--- config.mk ---
export PLATFORM = sky130hd
export DESIGN_NAME = mgvs_ram
export DESIGN_NICKNAME = d
export VERILOG_FILES = /design/src/rtl/mac_grid_velocity_sampler_unit_defines.svh /design/src/rtl/mgvs_ram.sv
export SDC_FILE = /design/constraint.sdc
export NUM_CORES = 2
export LEC_CHECK = 0
export ABC_AREA = 1
export ABC_CLOCK_PERIOD_IN_PS = 9400
export BUFFER_PORTS_ARGS = -buffer_cell sky130_fd_sc_hd__buf_2
export CORE_UTILIZATION = 35
export CTS_BUF_LIST = sky130_fd_sc_hd__clkbuf_16
export CTS_CLUSTER_DIAMETER = 100
export DETAILED_ROUTE_END_ITERATION = 10
export GPL_TIMING_DRIVEN = 0
export PLACE_DENSITY = 0.5
export SLEW_MARGIN = 30
export SYNTH_ARGS = -nofsm -noshare
export SYNTH_HDL_FRONTEND = slang
export SYNTH_SLANG_ARGS = --single-unit
--- constraint.sdc ---
create_clock -name clock -period 9.4 [get_ports clock]
set_input_delay 0.94 -clock clock [delete_from_list [all_inputs] [get_ports clock]]
set_output_delay 0.94 -clock clock [all_outputs]
set_load 0.03 [all_outputs]
--- src/rtl/mac_grid_velocity_sampler_unit_defines.svh ---
// Assertion macros shared by the velocity sampler RTL.
// No dependencies; included by files that carry concurrent checks.
`ifndef MAC_GRID_VELOCITY_SAMPLER_UNIT_DEFINES_SVH
`define MAC_GRID_VELOCITY_SAMPLER_UNIT_DEFINES_SVH

`ifndef SYNTHESIS
// clocked check, idle while reset is high
`define MGVS_ASSERT(lbl, clk, rst, prop, msg) \
   lbl: assert property (@(posedge clk) disable iff (rst) prop) else $error(msg);
// clocked check that also holds through reset
`define MGVS_ASSERT_NR(lbl, clk, prop, msg) \
   lbl: assert property (@(posedge clk) prop) else $error(msg);
`else
`define MGVS_ASSERT(lbl, clk, rst, prop, msg)
`define MGVS_ASSERT_NR(lbl, clk, prop, msg)
`endif

`endif

--- src/rtl/mgvs_ram.sv ---
// Generic single-write, single-read RAM with registered read data.
// No dependencies.
module mgvs_ram #(
   parameter int W = 32,
   parameter int DEPTH = 64,
   localparam int AW = $clog2(DEPTH)
) (
   input  logic          clock,
   input  logic          wr_en,
   input  logic [AW-1:0] wr_addr,
   input  logic [W-1:0]  wr_data,
   input  logic          rd_en,
   input  logic [AW-1:0] rd_addr,
   output logic [W-1:0]  rd_data
);

   logic [W-1:0] mem [DEPTH];

   always_ff @(posedge clock) begin
      if (wr_en) begin
         mem[wr_addr] <= wr_data;
      end
      if (rd_en) begin
         rd_data <= mem[rd_addr];
      end
   end

endmodule
# After elaboration in Yosys (flattened, before gate mapping)
# Memories as Yosys holds them, arrays and structs flattened. A register that Yosys moved wholly into a read port is not among the register bits.
# Index checks and enable logic that the tools add are counted.
# classes
n_mux	2
# op_table
op	count
$mux W1	2
# totals
mem_bits_rw	2048
inputBits	47
reg_bits	0
n_memories	1
# memory_table
memory	words	width	rd	rd_ports_with_merged_regs	wr	line	text
mem	64	32	1	1	1	mgvs_ram.sv:17	logic [W-1:0] mem [DEPTH];

# Longest topological paths before layout
# logic_depth
word_depth	2
ltp_mapped	13
ltp_nobuf	9

# Least setup slack after synthesis
# Ideal clock, no wire load.
# synth_timing
path_kind	input to register
startpoint	input wr_en
endpoint	memory mem[48][0] (enable)
stages	3
setup_ns	0.502
path_buffers	1
setup_slack_ns	4.330
required_time_ns	8.898
t_arrival_ns	4.568
cell_sequence	clkbuf_1 > nand4_1 > nor4_1
# synth_via
elab_chain_cells	2
# synth_rtl
element	line	text
start, declared	mgvs_ram.sv:9	input logic wr_en,
$mux W1	mgvs_ram.sv:20	if (wr_en) begin
$mux W1 (not written as such)	mgvs_ram.sv:21	mem[wr_addr] <= wr_data;
end, declared	mgvs_ram.sv:17	
# Every way passes these cells.

==> summary.md <==
| Metric | Value |
|---|---|
| Status | `completed` |
| Power density over the cells | `205.5 nW/um^2` |
| Reg2reg path depth | `8` |
| Instance count of the mapped netlist | `6769` |
| Headroom to the max-slew limit | `0.2358` |
| Largest net degree at the start of global routing | `65` |
| Avg WL per Cell | `32.51 um` |
| Number of buffers inserted for hold repair after clock tree synthesis | `0` |
| Post-layout nets | `7376` |
| Die area | `239300 sq um` |
| Most instantiated library cell after synthesis | `nand2_1` |
| Maximum level of the CTS H-tree | `4` |
| TritonCTS buffer count | `222` |
| Max Cap Viol | `0` |
| Post-detailed-route DRC marker count | `0` |
| Class of the most critical hold timing path | `in2reg` |
| Total global-route track usage | `0.2870` |
| Cell-by-cell listing of the critical path | `buf_2 -> inv_2 -> buf_2 -> buf_2 -> nand3_1 -> nand3_1 -> nand3_1 -> nand3_1 -> nand2_1 -> nand2_1 -> nand2_1` |
| Count of instances resized after the clock tree is built | `0` |
| Mean number of vias per cell | `5.674` |
| Crit. End Element | `flip-flop` |
| Slew Viols, Final | `0` |
| Mapped Area | `83060 sq um` |
| Share of flip-flops with an asynchronous set or reset after synthesis | `0` |
| Share of the synthesized area in the top cell type | `0.7520` |
| Distinct cell type count of the synthesized netlist | `15` |
| Pin slew with the least headroom to its limit | `1146 ps` |
| Largest cells by area after synthesis | `edfxtp_1, nand3_1, nand2_1, buf_2, buf_4` |
| Hold slack | `484.2 ps` |
| I/O pin count | `79` |
| Number of post-CTS setup repair buffers | `0` |
| Sort of element at the start of the critical path | `primary input` |
| Setup slack at placement | `5099 ps` |
| Overall power after layout | `0.02051 W` |
| Width of the die | `489.1 um` |
| Antenna-violating nets left | `0` |
| Routed wire length | `347.3 mm` |
| Critical Path Most Common Cell | `nand3_1` |
| Clock tree from TritonCTS | `yes` |
| Final hold viol count | `0` |
| Core Region | `235600 sq um` |
| Number of standard cells in the layout, taps in and fillers out | `10680` |
| IR Drop Worst-Case VDD | `205.3 uV` |
| Pre-Repair DR Iteration Count | `6` |
| Die H | `489.1 um` |
| Post-synthesis register bit count | `2080` |
| Final estimated routing congestion in global placement | `0.9739` |
| Wire length of the first global-routing pass | `466.3 mm` |
| # setup viols final | `0` |
| Clock sink total | `2080` |
| Critical path capture point | `rd_data[15]` |
| Starting density of the core | `0.3525` |
| Antenna violations before repair | `39` |
| Number of global-route vias before repair | `55260` |
| Worst setup path startpoint | `rd_addr[1]` |
| Critical-path maximum fanout | `12` |
| CTS Root Cell | `clkbuf_16` |
| Max Clk Rate | `0.2717 GHz` |
| Crit path time final | `3681 ps` |
| Layout cells sized above 1 | `0.1399` |
| EDFF count, synth | `2080` |
| Delay contributed by the slowest stage of the critical path | `620 ps` |
| Standard-cell row count | `178` |
| Critical path data required time | `10000 ps` |
| 1st-iter DRT viols | `9572` |
| Worst setup path category | `in2reg` |
| Final critical-path setup slack | `5719 ps` |
| Unrepaired setup endpoints after global routing | `no` |
| Clock transition at the registers of the reported paths | `60 ps` |
| Finished Core Util | `0.4234` |
| Post-Place Cells | `10260` |
| Leading area contributor after synthesis | `edfxtp_1` |
| Total leakage power | `35.77 nW` |
| Buffers on Ports | `70` |
| Worst-skew pair later-pin latency | `880 ps` |
| Total number of yosys warnings | `0` |
| Cell with the biggest individual delay on the critical path | `buf_2` |
| Sequential share of the synthesized area | `0.7520` |
| Area growth from synthesis to final layout | `20.12%` |
| Worst path arrival time | `4280 ps` |
| Portion of the clock cycle consumed by the worst path in the final layout | `0.3916` |
| Worst reg2reg startpoint | `mem[60][11]` |
| Top cells by instance count after synthesis | `nand2_1, edfxtp_1, nand3_1, buf_2, clkbuf_1` |
| Final global-route overflow total | `0` |
| Max Buffers Root-to-Sink | `3` |
| Average cell area after synthesis | `12.27 sq um` |
| Hpwl dp | `253.4 mm` |
| Most used DFF post-synth | `edfxtp_1` |
| Worst flop-to-flop path endpoint | `rd_data[11]` |
| Vias | `60620` |
| Worst clock skew on the final layout | `39.94 ps` |
| Number of nets produced by synthesis | `6816` |
| Flop2flop setup slack | `7100 ps` |
## per-stage QoR
stage / TNS [ps] / cell area [sq um]
global placement: -774480 / 87350
global route: 0 / 99750
finish: 0 / 99770
floorplan: 0 / 83060
detailed placement: 0 / 92720
CTS: 0 / 99730
## cell families (layout without fill, tap and decap cells)
logic type	after synthesis	after routing	synth area share
flip-flops	2080	2080	0.7520
AND/OR/NAND/NOR	4228	4228	0.2203
buffers and inverters	461	1212	0.02769
other	0	14	0
## cell type report
type,count,area (sq um)
Antenna cell,14,35.03
Buffer,449,2276
Clock buffer,225,5630
Clock inverter,190,1388
Fill cell,21880,135900
Inverter,12,47.55
Multi-Input combinational cell,4228,18770
Sequential cell,2080,62460
Tap cell,3150,3941
Timing Repair Buffer,336,5224
## worst min path at each step
stage | from | endpoint | slack, ps | cells after the start
3_3_place_gp | mem[40][18] | rd_data[18] | 1050 | 8
5_1_grt | wr_data[0] | mem[15][0] | 470 | 1
2_1_floorplan | mem[14][0] | rd_data[0] | 800 | 8
4_1_cts | wr_data[27] | mem[43][27] | 430 | 1
6_report | wr_data[16] | mem[49][16] | 480 | 1
3_5_place_dp | mem[40][18] | rd_data[18] | 1060 | 8
## report_power, final
| group | switching (W) | total [W] | leakage (nW) | internal, W |
|---|---|---|---|---|
| Combinational | 0.00126 | 0.00160 | 13.4 | 0.000342 |
| Sequential | 0.0000164 | 0.0103 | 18.7 | 0.0103 |
| Clock | 0.00379 | 0.00861 | 3.65 | 0.00481 |
| Total | 0.00507 | 0.0205 | 35.8 | 0.0154 |
## cell usage in the layout (no fill, tap or decap), drive strengths merged
cell type  count
nand2       2248
edfxtp      2080
nand3       1907
buf          708
clkbuf       302
clkinv       107
inv           75
nor2          56
bufinv        18
diode         14
nand4          9
nor4           8
clkinvlp       2
## registers in the layout, indices dropped and copies added, names as in the netlist
signal	cells
mem	2048
rd_data	32
## per-layer routing
| layer | global-route usage | vias up | routed length (um) |
|---|---|---|---|
| met5 | 0 | - | 79 |
| met4 | 0.1338 | 12 | 17850 |
| met3 | 0.06817 | 726 | 39840 |
| met2 | 0.4321 | 4000 | 153100 |
| met1 | 0.3910 | 30500 | 136400 |
| li1 | - | 25390 | - |
## worst max-delay path, delay by kind of cell
kind                   cells  cell delay [ps]
AND/OR/NAND/NOR            7             1610
buffers and inverters      4             1660
Note: power is estimated with default switching activity, not from simulation.
